$ cat src/rtl/stdf_pkg.sv
// Shared types, constants and the display character mapping of the text feeder.
package stdf_pkg;

  localparam int DIGITS_DEF   = 12;
  localparam int BUF_SIZE_DEF = 64;

  localparam int CHAR_W     = 8;
  localparam int MODE_W     = 9;
  localparam int TICK_W     = 8;
  localparam int CFG_IDX_W  = 2;
  localparam int CFG_DATA_W = 9;
  localparam int QDEPTH     = 2;

  localparam logic [CHAR_W-1:0] CMD_RESET  = 8'd16;
  localparam logic [CHAR_W-1:0] CODE_BLANK = 8'd79;
  localparam logic [TICK_W-1:0] MAG_MAX    = 8'd255;

  typedef enum logic [1:0] {
    KIND_CHAR = 2'd0,
    KIND_END  = 2'd1,
    KIND_TICK = 2'd2,
    KIND_NONE = 2'd3
  } kind_t;

  typedef enum logic [CFG_IDX_W-1:0] {
    CFG_SCROLL_MODE = 2'd0,
    CFG_RAM_CMD     = 2'd1,
    CFG_SPARE2      = 2'd2,
    CFG_SPARE3      = 2'd3
  } cfg_idx_t;

  // ASCII to display character set; anything unmapped shows the blank code.
  function automatic logic [CHAR_W-1:0] map_code(input logic [CHAR_W-1:0] c);
    logic [CHAR_W-1:0] r;
    r = CODE_BLANK;
    if (c >= 8'd64 && c <= 8'd95) begin
      r = c - 8'd48;
    end else if (c >= 8'd32 && c <= 8'd63) begin
      r = c + 8'd16;
    end else if (c >= 8'd97 && c <= 8'd122) begin
      r = c - 8'd80;
    end
    return r;
  endfunction

endpackage

$ cat src/rtl/stdf_ram.sv
// Generic single-write, single-read RAM with registered read data.
module stdf_ram #(
  parameter int WIDTH = 8,
  parameter int DEPTH = 64
) (
  input  logic                     clk,
  input  logic                     we,
  input  logic [$clog2(DEPTH)-1:0] waddr,
  input  logic [WIDTH-1:0]         wdata,
  input  logic [$clog2(DEPTH)-1:0] raddr,
  output logic [WIDTH-1:0]         rdata
);

  logic [WIDTH-1:0] mem [DEPTH];
  logic [WIDTH-1:0] rdata_r;

  always_ff @(posedge clk) begin
    if (we) begin
      mem[waddr] <= wdata;
    end
    rdata_r <= mem[raddr];
  end

  assign rdata = rdata_r;

endmodule

$ cat src/rtl/stdf_queue.sv
// Small FIFO of frame requests between the front and back parts.
module stdf_queue
  import stdf_pkg::*;
#(
  parameter int WIDTH = 12
) (
  input  logic             clk,
  input  logic             rst_n,
  input  logic             push,
  input  logic [WIDTH-1:0] push_data,
  input  logic             pop,
  output logic [WIDTH-1:0] pop_data,
  output logic             empty,
  output logic             full
);

  localparam int PTR_W = $clog2(QDEPTH);
  localparam int CNT_W = $clog2(QDEPTH + 1);

  logic [WIDTH-1:0] slot_r [QDEPTH];
  logic [PTR_W-1:0] wptr_r, wptr_nxt;
  logic [PTR_W-1:0] rptr_r, rptr_nxt;
  logic [CNT_W-1:0] cnt_r, cnt_nxt;
  logic             do_push, do_pop;

  assign empty    = (cnt_r == '0);
  assign full     = (cnt_r == CNT_W'(QDEPTH));
  assign do_push  = push && !full;
  assign do_pop   = pop && !empty;
  assign pop_data = slot_r[rptr_r];

  always_comb begin
    wptr_nxt = wptr_r;
    rptr_nxt = rptr_r;
    cnt_nxt  = cnt_r;
    if (do_push) begin
      wptr_nxt = (wptr_r == PTR_W'(QDEPTH - 1)) ? '0 : wptr_r + 1'b1;
    end
    if (do_pop) begin
      rptr_nxt = (rptr_r == PTR_W'(QDEPTH - 1)) ? '0 : rptr_r + 1'b1;
    end
    if (do_push && !do_pop) begin
      cnt_nxt = cnt_r + 1'b1;
    end else if (do_pop && !do_push) begin
      cnt_nxt = cnt_r - 1'b1;
    end
  end

  always_ff @(posedge clk) begin
    if (!rst_n) begin
      wptr_r <= '0;
      rptr_r <= '0;
      cnt_r  <= '0;
    end else begin
      wptr_r <= wptr_nxt;
      rptr_r <= rptr_nxt;
      cnt_r  <= cnt_nxt;
    end
  end

  always_ff @(posedge clk) begin
    if (do_push) begin
      slot_r[wptr_r] <= push_data;
    end
  end

endmodule

$ cat src/rtl/stdf_front.sv
// Front part: takes words, loads text, counts ticks and queues frame requests.
module stdf_front
  import stdf_pkg::*;
#(
  parameter int DIGITS   = DIGITS_DEF,
  parameter int BUF_SIZE = BUF_SIZE_DEF,
  localparam int AW = $clog2(BUF_SIZE),
  localparam int PW = $clog2((DIGITS > BUF_SIZE) ? DIGITS : BUF_SIZE)
) (
  input  logic                  clk,
  input  logic                  rst_n,
  input  logic                  accept,
  input  logic [1:0]            kind,
  input  logic [CHAR_W-1:0]     char_code,
  input  logic                  cfg_we,
  input  logic [CFG_IDX_W-1:0]  cfg_index,
  input  logic [CFG_DATA_W-1:0] cfg_data,
  output logic                  ram_we,
  output logic [AW-1:0]         ram_waddr,
  output logic [CHAR_W-1:0]     ram_wdata,
  output logic                  push,
  output logic [PW+AW-1:0]      push_data,
  output logic [CHAR_W-1:0]     ram_cmd
);

  logic [AW-1:0]     fill_r, fill_nxt;
  logic [AW-1:0]     len_r, len_nxt;
  logic [PW-1:0]     pos_r, pos_nxt;
  logic [TICK_W-1:0] tick_r, tick_nxt;
  logic [MODE_W-1:0] mode_r, mode_nxt;
  logic [CHAR_W-1:0] cmd_r, cmd_nxt;

  logic              neg;
  logic [MODE_W-1:0] mag9;
  logic [TICK_W-1:0] mag;
  logic [TICK_W-1:0] tick_inc;
  logic [PW-1:0]     len_ext;
  logic [PW-1:0]     pos_fwd;
  logic [PW-1:0]     push_pos;
  logic [AW-1:0]     push_len;

  assign neg      = mode_r[MODE_W-1];
  assign mag9     = neg ? (~mode_r + 1'b1) : mode_r;
  assign mag      = mag9[MODE_W-1] ? MAG_MAX : mag9[TICK_W-1:0];
  assign tick_inc = tick_r + 1'b1;
  assign len_ext  = PW'(len_r);
  assign pos_fwd  = pos_r + 1'b1;

  assign ram_waddr = fill_r;
  assign ram_wdata = char_code;
  assign ram_cmd   = cmd_r;
  assign push_data = {push_pos, push_len};

  always_comb begin
    fill_nxt = fill_r;
    len_nxt  = len_r;
    pos_nxt  = pos_r;
    tick_nxt = tick_r;
    mode_nxt = mode_r;
    cmd_nxt  = cmd_r;
    ram_we   = 1'b0;
    push     = 1'b0;
    push_pos = pos_r;
    push_len = len_r;

    if (cfg_we) begin
      unique case (cfg_index)
        CFG_SCROLL_MODE: begin
          mode_nxt = cfg_data;
          tick_nxt = '0;
        end
        CFG_RAM_CMD: cmd_nxt = cfg_data[CHAR_W-1:0];
        default: ;
      endcase
    end

    if (accept) begin
      unique case (kind)
        KIND_CHAR: begin
          if (fill_r < AW'(BUF_SIZE - 1)) begin
            ram_we   = 1'b1;
            fill_nxt = fill_r + 1'b1;
          end
        end
        KIND_END: begin
          len_nxt  = fill_r;
          fill_nxt = '0;
          pos_nxt  = (fill_r != '0) ? PW'(DIGITS - 1) : '0;
          push     = 1'b1;
          push_pos = pos_nxt;
          push_len = fill_r;
        end
        KIND_TICK: begin
          if (mode_r == '0) begin
            tick_nxt = '0;
          end else if (tick_inc < mag) begin
            tick_nxt = tick_inc;
          end else begin
            tick_nxt = '0;
            push     = 1'b1;
            // step the window after the frame has been queued
            if (len_r == '0) begin
              pos_nxt = '0;
            end else if (!neg) begin
              pos_nxt = (pos_fwd >= len_ext) ? '0 : pos_fwd;
            end else begin
              pos_nxt = (pos_r == '0) ? (len_ext - 1'b1) : (pos_r - 1'b1);
            end
          end
        end
        default: ;
      endcase
    end
  end

  always_ff @(posedge clk) begin
    if (!rst_n) begin
      fill_r <= '0;
      len_r  <= '0;
      pos_r  <= '0;
      tick_r <= '0;
      mode_r <= '0;
      cmd_r  <= CMD_RESET;
    end else begin
      fill_r <= fill_nxt;
      len_r  <= len_nxt;
      pos_r  <= pos_nxt;
      tick_r <= tick_nxt;
      mode_r <= mode_nxt;
      cmd_r  <= cmd_nxt;
    end
  end

endmodule

$ cat src/rtl/stdf_back.sv
// Back part: plays one queued frame out as a command word and digit codes.
module stdf_back
  import stdf_pkg::*;
#(
  parameter int DIGITS   = DIGITS_DEF,
  parameter int BUF_SIZE = BUF_SIZE_DEF,
  localparam int AW = $clog2(BUF_SIZE),
  localparam int PW = $clog2((DIGITS > BUF_SIZE) ? DIGITS : BUF_SIZE),
  localparam int CW = (DIGITS > 1) ? $clog2(DIGITS) : 1
) (
  input  logic              clk,
  input  logic              rst_n,
  input  logic              q_empty,
  input  logic [PW+AW-1:0]  q_data,
  output logic              q_pop,
  input  logic [CHAR_W-1:0] ram_cmd,
  output logic [AW-1:0]     ram_raddr,
  input  logic [CHAR_W-1:0] ram_rdata,
  output logic              active,
  output logic              out_strobe,
  output logic [CHAR_W-1:0] out_byte,
  output logic              out_is_command,
  output logic              out_last
);

  typedef enum logic [2:0] {
    ST_IDLE  = 3'b001,
    ST_CMD   = 3'b010,
    ST_DIGIT = 3'b100
  } state_t;

  state_t            state_r, state_nxt;
  logic [PW-1:0]     p_r, p_nxt;
  logic [AW-1:0]     len_r, len_nxt;
  logic [CW-1:0]     cnt_r, cnt_nxt;
  logic              hit_r, hit_nxt;
  logic              strobe_r, strobe_nxt;
  logic [CHAR_W-1:0] byte_r, byte_nxt;
  logic              cmd_flag_r, cmd_flag_nxt;
  logic              last_r, last_nxt;

  logic [PW-1:0] len_ext;
  logic [PW-1:0] p_step;
  logic          hit_now;

  assign len_ext   = PW'(len_r);
  assign hit_now   = (p_r < len_ext);
  assign p_step    = (p_r != '0) ? (p_r - 1'b1) :
                     ((len_r != '0) ? (len_ext - 1'b1) : '0);
  assign ram_raddr = p_r[AW-1:0];
  assign active    = (state_r != ST_IDLE);

  always_comb begin
    state_nxt    = state_r;
    p_nxt        = p_r;
    len_nxt      = len_r;
    cnt_nxt      = cnt_r;
    hit_nxt      = hit_r;
    strobe_nxt   = 1'b0;
    byte_nxt     = byte_r;
    cmd_flag_nxt = 1'b0;
    last_nxt     = 1'b0;
    q_pop        = 1'b0;

    unique case (state_r)
      ST_IDLE: begin
        if (!q_empty) begin
          q_pop     = 1'b1;
          p_nxt     = q_data[PW+AW-1:AW];
          len_nxt   = q_data[AW-1:0];
          cnt_nxt   = '0;
          state_nxt = ST_CMD;
        end
      end
      ST_CMD: begin
        strobe_nxt   = 1'b1;
        byte_nxt     = ram_cmd;
        cmd_flag_nxt = 1'b1;
        hit_nxt      = hit_now;
        p_nxt        = p_step;
        state_nxt    = ST_DIGIT;
      end
      ST_DIGIT: begin
        strobe_nxt = 1'b1;
        byte_nxt   = hit_r ? map_code(ram_rdata) : CODE_BLANK;
        if (cnt_r == CW'(DIGITS - 1)) begin
          last_nxt  = 1'b1;
          state_nxt = ST_IDLE;
        end else begin
          hit_nxt = hit_now;
          p_nxt   = p_step;
          cnt_nxt = cnt_r + 1'b1;
        end
      end
      default: state_nxt = ST_IDLE;
    endcase
  end

  always_ff @(posedge clk) begin
    if (!rst_n) begin
      state_r    <= ST_IDLE;
      strobe_r   <= 1'b0;
      cmd_flag_r <= 1'b0;
      last_r     <= 1'b0;
      cnt_r      <= '0;
    end else begin
      state_r    <= state_nxt;
      strobe_r   <= strobe_nxt;
      cmd_flag_r <= cmd_flag_nxt;
      last_r     <= last_nxt;
      cnt_r      <= cnt_nxt;
    end
  end

  always_ff @(posedge clk) begin
    p_r    <= p_nxt;
    len_r  <= len_nxt;
    hit_r  <= hit_nxt;
    byte_r <= byte_nxt;
  end

  assign out_strobe     = strobe_r;
  assign out_byte       = byte_r;
  assign out_is_command = cmd_flag_r;
  assign out_last       = last_r;

endmodule

$ cat src/rtl/scrolling_text_display_feeder.sv
// Top level of the scrolling text feeder for a multi-digit character display.
//
//   channel  | handshake                 | payload
//   ---------+---------------------------+-------------------------------------
//   input    | start / busy              | in_kind, in_char_code
//   result   | out_strobe (no back-off)  | out_byte, out_is_command, out_last
//   config   | cfg_valid / cfg_ready     | cfg_index, cfg_data
//
// A text character or a tick that does not complete a period leaves busy low.
// An end-of-text word, or a tick that completes a period, queues one frame: the
// back part pops it, and the DIGITS+1 result words, registered from its command
// and digit states, follow back to back, one text store read per cycle.
// Busy stays high while a frame is queued or playing out, so the text store
// is never rewritten under a frame that still reads it.
// Reset (rst_n low at a clock edge) clears the front part's lengths, counters,
// position and registers; the text store is not cleared and needs no clearing.
// The result side cannot stall; every word is shown for exactly one cycle.
module scrolling_text_display_feeder
  import stdf_pkg::*;
#(
  parameter int DIGITS   = DIGITS_DEF,
  parameter int BUF_SIZE = BUF_SIZE_DEF
) (
  input  logic                  clk,
  input  logic                  rst_n,
  // input words
  input  logic                  start,
  output logic                  busy,
  input  logic [1:0]            in_kind,
  input  logic [CHAR_W-1:0]     in_char_code,
  // result words
  output logic                  out_strobe,
  output logic [CHAR_W-1:0]     out_byte,
  output logic                  out_is_command,
  output logic                  out_last,
  // register writes
  input  logic                  cfg_valid,
  output logic                  cfg_ready,
  input  logic [CFG_IDX_W-1:0]  cfg_index,
  input  logic [CFG_DATA_W-1:0] cfg_data
);

  localparam int AW = $clog2(BUF_SIZE);
  localparam int PW = $clog2((DIGITS > BUF_SIZE) ? DIGITS : BUF_SIZE);
  localparam int QW = PW + AW;

  logic              accept;
  logic              ram_we;
  logic [AW-1:0]     ram_waddr;
  logic [CHAR_W-1:0] ram_wdata;
  logic [AW-1:0]     ram_raddr;
  logic [CHAR_W-1:0] ram_rdata;
  logic              q_push, q_pop, q_empty, q_full;
  logic [QW-1:0]     q_wdata, q_rdata;
  logic [CHAR_W-1:0] ram_cmd;
  logic              back_active;

  // Hold off new words while any frame is outstanding.
  assign busy      = q_full || !q_empty || back_active;
  assign accept    = start && !busy;
  // Registers are always writable; writing only while idle is up to the user.
  assign cfg_ready = 1'b1;

  stdf_front #(
    .DIGITS   (DIGITS),
    .BUF_SIZE (BUF_SIZE)
  ) u_front (
    .clk       (clk),
    .rst_n     (rst_n),
    .accept    (accept),
    .kind      (in_kind),
    .char_code (in_char_code),
    .cfg_we    (cfg_valid && cfg_ready),
    .cfg_index (cfg_index),
    .cfg_data  (cfg_data),
    .ram_we    (ram_we),
    .ram_waddr (ram_waddr),
    .ram_wdata (ram_wdata),
    .push      (q_push),
    .push_data (q_wdata),
    .ram_cmd   (ram_cmd)
  );

  // Frame requests carry the window position and text length at issue.
  stdf_queue #(
    .WIDTH (QW)
  ) u_queue (
    .clk       (clk),
    .rst_n     (rst_n),
    .push      (q_push),
    .push_data (q_wdata),
    .pop       (q_pop),
    .pop_data  (q_rdata),
    .empty     (q_empty),
    .full      (q_full)
  );

  stdf_ram #(
    .WIDTH (CHAR_W),
    .DEPTH (BUF_SIZE)
  ) u_text_ram (
    .clk   (clk),
    .we    (ram_we),
    .waddr (ram_waddr),
    .wdata (ram_wdata),
    .raddr (ram_raddr),
    .rdata (ram_rdata)
  );

  stdf_back #(
    .DIGITS   (DIGITS),
    .BUF_SIZE (BUF_SIZE)
  ) u_back (
    .clk            (clk),
    .rst_n          (rst_n),
    .q_empty        (q_empty),
    .q_data         (q_rdata),
    .q_pop          (q_pop),
    .ram_cmd        (ram_cmd),
    .ram_raddr      (ram_raddr),
    .ram_rdata      (ram_rdata),
    .active         (back_active),
    .out_strobe     (out_strobe),
    .out_byte       (out_byte),
    .out_is_command (out_is_command),
    .out_last       (out_last)
  );

endmodule

$ cat config.mk
export PLATFORM = sky130hd
export DESIGN_NAME = scrolling_text_display_feeder
export DESIGN_NICKNAME = d
export VERILOG_FILES = /design/src/rtl/stdf_pkg.sv /design/src/rtl/stdf_ram.sv /design/src/rtl/stdf_queue.sv /design/src/rtl/stdf_front.sv /design/src/rtl/stdf_back.sv /design/src/rtl/scrolling_text_display_feeder.sv
export SDC_FILE = /design/constraint.sdc
export NUM_CORES = 1
export LEC_CHECK = 0
export CAP_MARGIN = 20
export CORE_ASPECT_RATIO = 1.25
export CORE_MARGIN = 2
export CORE_UTILIZATION = 35
export CTS_CLUSTER_DIAMETER = 40
export DETAILED_ROUTE_END_ITERATION = 7
export DONT_BUFFER_PORTS = 1
export PLACE_DENSITY_LB_ADDON = 0.12
export SLEW_MARGIN = 10
export SYNTH_ARGS = -nofsm -noshare
export SYNTH_HDL_FRONTEND = slang
export SYNTH_SLANG_ARGS = --single-unit
export TNS_END_PERCENT = 20
$ cat constraint.sdc
create_clock -name clk -period 5.1 [get_ports clk]
set_input_delay 0 -clock clk [delete_from_list [all_inputs] [get_ports clk]]
set_output_delay 0 -clock clk [all_outputs]
set_load 0.005 [all_outputs]
==> results of run 1 <==
## worst paths after layout
kind	to	depth (start not counted)
worst max register to register	u_queue.cnt_r[1]	16
worst min register to register	u_front.tick_r[5]	1
worst min-delay path	u_front.pos_r[1]	4
worst max-delay path	u_queue.cnt_r[1]	16
## registers in the layout, summed over array words and instances, names as in the netlist, 8 cells and up, named ones only
name / count
u_back.out_byte: 8
u_front.mode_r: 9
u_front.ram_cmd: 8
u_front.tick_r: 8
u_queue.slot_r: 24
u_text_ram.mem: 512
u_text_ram.rdata: 8
## synth_stat cells, types with 18 or more instances
| cell type | count | area [um2] |
|---|---|---|
| edfxtp_1 | 557 | 16730 |
| a22oi_1 | 27 | 202.7 |
| nand3_1 | 36 | 180.2 |
| clkbuf_1 | 46 | 172.7 |
| ha_1 | 38 | 475.5 |
| o22ai_1 | 19 | 118.9 |
| nand2b_1 | 18 | 112.6 |
| inv_1 | 32 | 120.1 |
| dfxtp_1 | 66 | 1321 |
| mux2i_1 | 24 | 240.2 |
| o21ai_0 | 35 | 175.2 |
| nor3_1 | 30 | 150.1 |
| nand2_1 | 79 | 296.5 |
| a21oi_1 | 29 | 145.1 |
| nor2_1 | 127 | 476.7 |
| mux4_2 | 128 | 2883 |
| buf_2 | 18 | 90.09 |
## per-stage QoR
step / instances / power, mW / hold WS, ps / utilization / worst slack [ps]
after floorplan: 1528 / 7.977 / 98.87 / - / 1323
after global placement: 2413 / 8.942 / 70.08 / 0.3680 / 1145
after CTS: 2628 / 15.54 / 19.37 / 0.4205 / 1074
after global routing: 2630 / 15.98 / 70.12 / 0.4206 / 746.6
final: 2630 / 15.35 / 51.53 / 0.4206 / 1122
after detailed placement: 2413 / 8.942 / 70.03 / 0.3680 / 1077
## power groups by stage
stage / Clock [mW] / Sequential (mW) / Combinational, mW
floorplan: 0 / 5.90 / 2.08
global placement: 0 / 5.96 / 2.98
detailed placement: 0 / 5.96 / 2.98
CTS: 6.56 / 5.86 / 3.12
global route: 6.79 / 5.88 / 3.31
finish: 6.43 / 5.86 / 3.06
## cell families after synthesis
kind of cell,after synthesis,synth area share
flops,623,0.7050
simple gates,367,0.06916
compound gates,203,0.05581
mux,160,0.1255
buf+inv,111,0.01730
fa+ha+maj,38,0.01857
xor+xnor,25,0.008553
other cells,1,0.0001465
## critical path, stage by stage (launching register included)
cell and delay [ps]:
dfxtp_1 330, inv_1 80, ha_1 210, or4b_4 500, nor2_1 160, nand2_1 130
a21boi_0 200, o22ai_1 110, ha_1 310, nand4b_1 110, a21o_1 180, a311o_1 380
a21oi_1 270, o21a_1 190, ha_1 260, or3_1 360, a21oi_1 160
## cell type report
cell class | instances | area [um2]
antenna | 2 | 5.005
clock buffer | 99 | 2338
clock inverter | 75 | 895.9
fill | 6438 | 41870
inverter | 33 | 123.9
multi-input combinational | 794 | 7122
sequential | 623 | 18050
tap | 952 | 1191
timing repair buffer | 52 | 668.1
## per-layer routing
metal / vias up / routed length, um / track usage
li1: 6265 / - / -
met1: 7209 / 26980 / 0.2201
met2: 298 / 31820 / 0.2880
met3: 83 / 2836 / 0.03020
met4: 2 / 1399 / 0.05455
met5: - / 16 / 0
## timing repair
action / in CTS / in global routing
endpoints found under the hold margin: 570 / 0
gates resized for setup: 0 / 0
endpoints found under the setup margin: 0 / 0
hold buffers: 41 / 0
==> results.md, run 1 <==
* Status: finished, final reports clean
* Kind of critical path: flip-flop to flip-flop
* Hold path start: start
* Cell variety after synth at 71
* Number of synthesized flops with an enable pin at 557
* Area growth syn-to-layout at 18.71%
* Final-stage net count at 1659
* Final Hold Viols at 0
* Leading cell types in the layout, fill and taps excluded: 557 x edfxtp_1, 128 x mux4_2, 127 x nor2_1
* Port Buf Inserts at 0
* # H-tree levels at 3
* Asr flop ratio synth at 0
* Die ar. at 0.07534 mm2
* Initial core utilization at 0.3543
* Io pins at 38
* RSZ-0062 raised after global routing: false
* Final period utilization at 0.7801
* Via/cell ratio at 5.269
* Setup crit end kind: flip-flop
* PD cells at 505.2 mW/mm2
* First-pass GRT wire length at 93860 um
* Iteration-0 DRC Markers at 978
* Clock slew at reported path FFs at 60 ps
* Share of post-route cells with drive strength above 1 at 0.1993
* Post-CTS Setup Inserts at 0
* Total track usage at 0.1697
* Vias in the first global route at 14310
* HP Class: input pin to flip-flop
* Worst slew pin tran at 987.9 ps
* Worst-skew pair later-pin latency at 650 ps
* Sequential group share of total power at 0.382
* # Max-Cap Violations at 0
* Global route overflow at 0
* CTS Buffer Depth at 3
* Post-synthesis sequential area ratio at 0.7050
* Worst Setup Start Kind: flip-flop
* Die H at 306.4 um
* TritonCTS clock tree: done
* Combinational power share at 0.199
* Die width at 245.9 um
* Worst vdd ir at 280.3 uV
* WL final at 63050 um
* Sw power at 4.534 mW
* TritonCTS Buffers at 92
* Worst R2R Setup Slack at 1120 ps
* #FFs+latches synth at 623
* Sw frac at 0.2953
* Clock skew at 30.61 ps
* Avg Inst Size Synth at 16.75 um2
* Internal power at 10.82 mW
* Via count at 13860
* Slew Limit Fails at 0
* Initial antenna violation count at 3
* Post-route minimum period at 3978 ps
* Worst r2r src: u_front.mode_r[0]
* Main synth FF type: edfxtp_1
* Commonest non-fill, non-tap cell in the layout: edfxtp_1
* Post-DRT Antenna Nets at 0
* DRT Pass-1 Iters at 5
* CP required at 5670 ps
* Gpl congestion at 0.8272
* Clock tree sinks at 623
* CP Launch Point: u_front.mode_r[0]
* Setup Viol. Count Final at 0
* Slew HR at 0.3390
* Crit Path Max Fanout at 5
* Crit path DAT at 4550 ps
* Final Cell Area at 0.03039 mm2
* FP Rows at 110
* FMAX at 0.2514 GHz
* Clock network power share at 0.419
* Syn nets at 1591
* DRC at 0
* Gate Count Post-Synth at 1528
* Core Area at 0.07226 mm2
* Syn. warnings at 0
* Largest net degree at the start of global routing at 84
* Wirelength per Cell at 23.97 um
* Area after DPL at 0.02659 mm2
* Hpwl dp at 38260 um
* Mapped Area at 0.02560 mm2
* Total negative setup slack at 0 ps
* CTS root buf: clkbuf_16
* Leakage at 9.835 nW
Note: power is estimated with default switching activity, not from simulation.
==> inputs of run 2 (changes only) <==
==> constraint.sdc (replaced) <==
create_clock -name clk -period 4.15 [get_ports clk]
set_input_delay 0 -clock clk [delete_from_list [all_inputs] [get_ports clk]]
set_output_delay 0 -clock clk [all_outputs]
set_load 0.005 [all_outputs]
==> run 2 against run 1 <==
Combinational power grew 24%. Critical endpoint unchanged. Hold slack gained 43 ps. Worst setup slack lost 800 ps. Die area is the same. Global-route usage is essentially flat. Sequential share of layout area shrank 0.64 points. Routed wire length grew 0.41%. Highest routed layer is now met4.
==> results.md, run 2 (synthesis gave the netlist of run 1 again) <==
* Reg2Reg Depth at 16 (unchanged)
* Peak per-stage delay on the critical path at 490 ps (about the same)
* PD cells at 614.7 mW/mm2 (+22%)
* Crit path to: u_queue.cnt_r[1]
* # H-tree levels at 3 (unchanged)
* CTS root buf: clkbuf_16
* Share of post-route cells with drive strength above 1 at 0.2178 (+0.01854)
* DRT Pass-1 Iters at 7 (+2)
* Io pins at 38 (unchanged)
* Die ar. at 0.07534 mm2 (unchanged)
* First-pass GRT wire length at 93960 um (+0.10%)
* Largest net degree at the start of global routing at 84 (unchanged)
* Hpwl dp at 38620 um (+0.96%)
* Crit Path Max Fanout at 5 (unchanged)
* Global route overflow at 0 (unchanged)
* Setup Viol. Count Final at 0 (unchanged)
* Largest reg by FF count: u_text_ram.mem
* RSZ-0062 raised after global routing: false
* Crit path DAT at 4380 ps (-170 ps)
* Setup crit end kind: flip-flop
* Worst R2R Setup Slack at 320 ps (-800 ps)
* Final non-filler cell total at 2671 (+1.6%)
* WL final at 63310 um (+0.41%)
* CP required at 4700 ps (-970 ps)
* Cell mode on critical path: ha_1
* Die H at 306.4 um (unchanged)
* Register area at 0.01805 mm2 (unchanged)
* Worst slew pin tran at 998.2 ps (+10.32 ps)
* Initial antenna violation count at 1 (-2)
* Final-stage net count at 1703 (+2.7%)
* CP Launch Point: u_front.mode_r[0]
* Initial core utilization at 0.3543 (unchanged)
* Post-route minimum period at 3832 ps (-146.2 ps)
* Total negative setup slack at 0 ps (unchanged)
* Leading cell types in the layout, fill and taps excluded: 557 x edfxtp_1, 128 x mux4_2, 126 x nor2_1
* Post-DRT Antenna Nets at 0 (unchanged)
* Slowest cell on the critical path: or4b_4
* Core Area at 0.07226 mm2 (unchanged)
* Final period utilization at 0.9234 (+0.1433)
* # fillers at 6443 (+0.078%)
* Via/cell ratio at 5.229 (-0.76%)
* Status: finished, final reports clean
* Kind of critical path: flip-flop to flip-flop
* Max reg flops at 512 (unchanged)
* Area growth syn-to-layout at 20.01%
* HP Class: input pin to flip-flop
* Critical path depth at 16 (unchanged)
* Crit path max-delay family: compound AO/OA/AOI/OAI gates
* Worst reg2reg path endpoint: u_queue.cnt_r[1]
* Clock skew at 28.08 ps (-2.531 ps)
* Clock slew at reported path FFs at 50 ps (about the same)
* Clock tree sinks at 623 (unchanged)
* Slew Limit Fails at 0 (unchanged)
* Vias in the first global route at 14430 (+0.80%)
* # Max-Cap Violations at 0 (unchanged)
* Total track usage at 0.1698 (about the same)
* Critical path buffer and inverter count at 1 (unchanged)
* TritonCTS Buffers at 92 (unchanged)
* Commonest non-fill, non-tap cell in the layout: edfxtp_1
* DRC at 0 (unchanged)
* Worst vdd ir at 396.1 uV (+41%)
* Pwr Total at 18.89 mW (+23%)
* Wirelength per Cell at 23.70 um (-1.1%)
* Leakage at 10.05 nW (+2.2%)
* Footprint of the multi-input gates at 0.007128 mm2 (about the same)
* FMAX at 0.2610 GHz (+3.8%)
* Crit-path cells: inv_1 -> ha_2 -> or4b_4 -> nor2_2 -> nand2_1 -> a21boi_0 -> o22ai_1 -> ha_1 -> nand4b_1 -> a21o_1 -> a311o_1 -> a21oi_2 -> o21a_1 -> ha_1 -> or3_1 -> a21oi_1
* Port Buf Inserts at 0 (unchanged)
* FP Rows at 110 (unchanged)
* Dpl cells at 2457 (+1.8%)
* Worst Setup Start Kind: flip-flop
* Final Hold Viols at 0 (unchanged)
* Biggest regs: u_text_ram.mem: 512 flops, u_queue.slot_r: 24 flops, u_front.mode_r: 9 flops
* Via count at 13970 (+0.79%)
* Worst-skew pair later-pin latency at 640 ps (about the same)
* Iteration-0 DRC Markers at 1151 (+18%)
* Gpl congestion at 0.8359 (+1.1%)
* CTS Buffer Depth at 3 (unchanged)
* Worst r2r src: u_front.mode_r[0]
* Slew HR at 0.3345 (-0.004449)
* Die width at 245.9 um (unchanged)
* TritonCTS clock tree: done
run 2: cell types whose count changed in the layout (fill, tap and decap cells not counted), moves of 3 or more:
cell	before	now
buf_4	9	52
inv_8	7	0
clkinvlp_4	6	12
clkinv_4	15	11
clkinv_2	12	8
clkbuf_1	6	9
clkbuf_16	92	98
clkinv_16	4	0
inv_6	16	12
run 2: repair_timing:
item	in CTS	in global routing
setup buffers	0	1
hold buffers	40	0
endpoints found under the hold margin	570	0
setup endpoints to repair	0	12
resized for setup	0	3
run 2: area by class of cell:
type	instances	share of cell area
inverters	33	0.004032
multi-input cells	794	0.2320
diodes	2	0.0001629
flip-flops and latches	623	0.5874
repair buffers	96	0.03323
clock inverters	62	0.02260
well taps	952	0.03877
clock buffers	109	0.08181
run 2: through the flow:
step / utilization / cell area, um2 / hold slack (ps) / setup slack, ps
2_1_floorplan: - / 25600 / 98.87 / 373.2
3_3_place_gp: 0.3729 / 26940 / 69.48 / 237.2
3_5_place_dp: 0.3729 / 26940 / 68.68 / 167.6
4_1_cts: 0.4249 / 30700 / 60.26 / 161.3
5_1_grt: 0.4252 / 30720 / 114.8 / 7.022
6_report: 0.4252 / 30720 / 94.72 / 317.9
run 2: how the worst min path moves through the flow:
stage | from | end | slack, ps | cells after the start
after floorplan | in_char_code[0] | u_text_ram.mem[0][0] | 100 | 0
after global placement | rst_n | u_back.state_r[0] | 70 | 1
after detailed placement | rst_n | u_front.ram_cmd[4] | 70 | 1
after CTS | cfg_data[8] | u_front.mode_r[8] | 60 | 3
after global routing | cfg_data[8] | u_front.mode_r[8] | 110 | 3
final | cfg_data[8] | u_front.mode_r[8] | 90 | 3
run 2: layer usage:
layer / vias to the layer above / GRT usage / share of wire
met5: - / 0 / 0
met4: 0 / 0.06441 / 0.029
met3: 104 / 0.03011 / 0.046
met2: 341 / 0.2872 / 0.50
met1: 7170 / 0.2172 / 0.42
li1: 6351 / - / -
run 2: worst min-delay path, stage by stage:
cell and delay [ps]:
dlygate4sd3_1 520, mux2i_1 70, nor2_1 80
run 2: where the power goes:
part / switching (mW) / internal, mW / leakage [nW]
Clock: 2.94 / 4.95 / 1.54
Sequential: 0.195 / 7.02 / 5.55
Combinational: 2.21 / 1.57 / 2.97
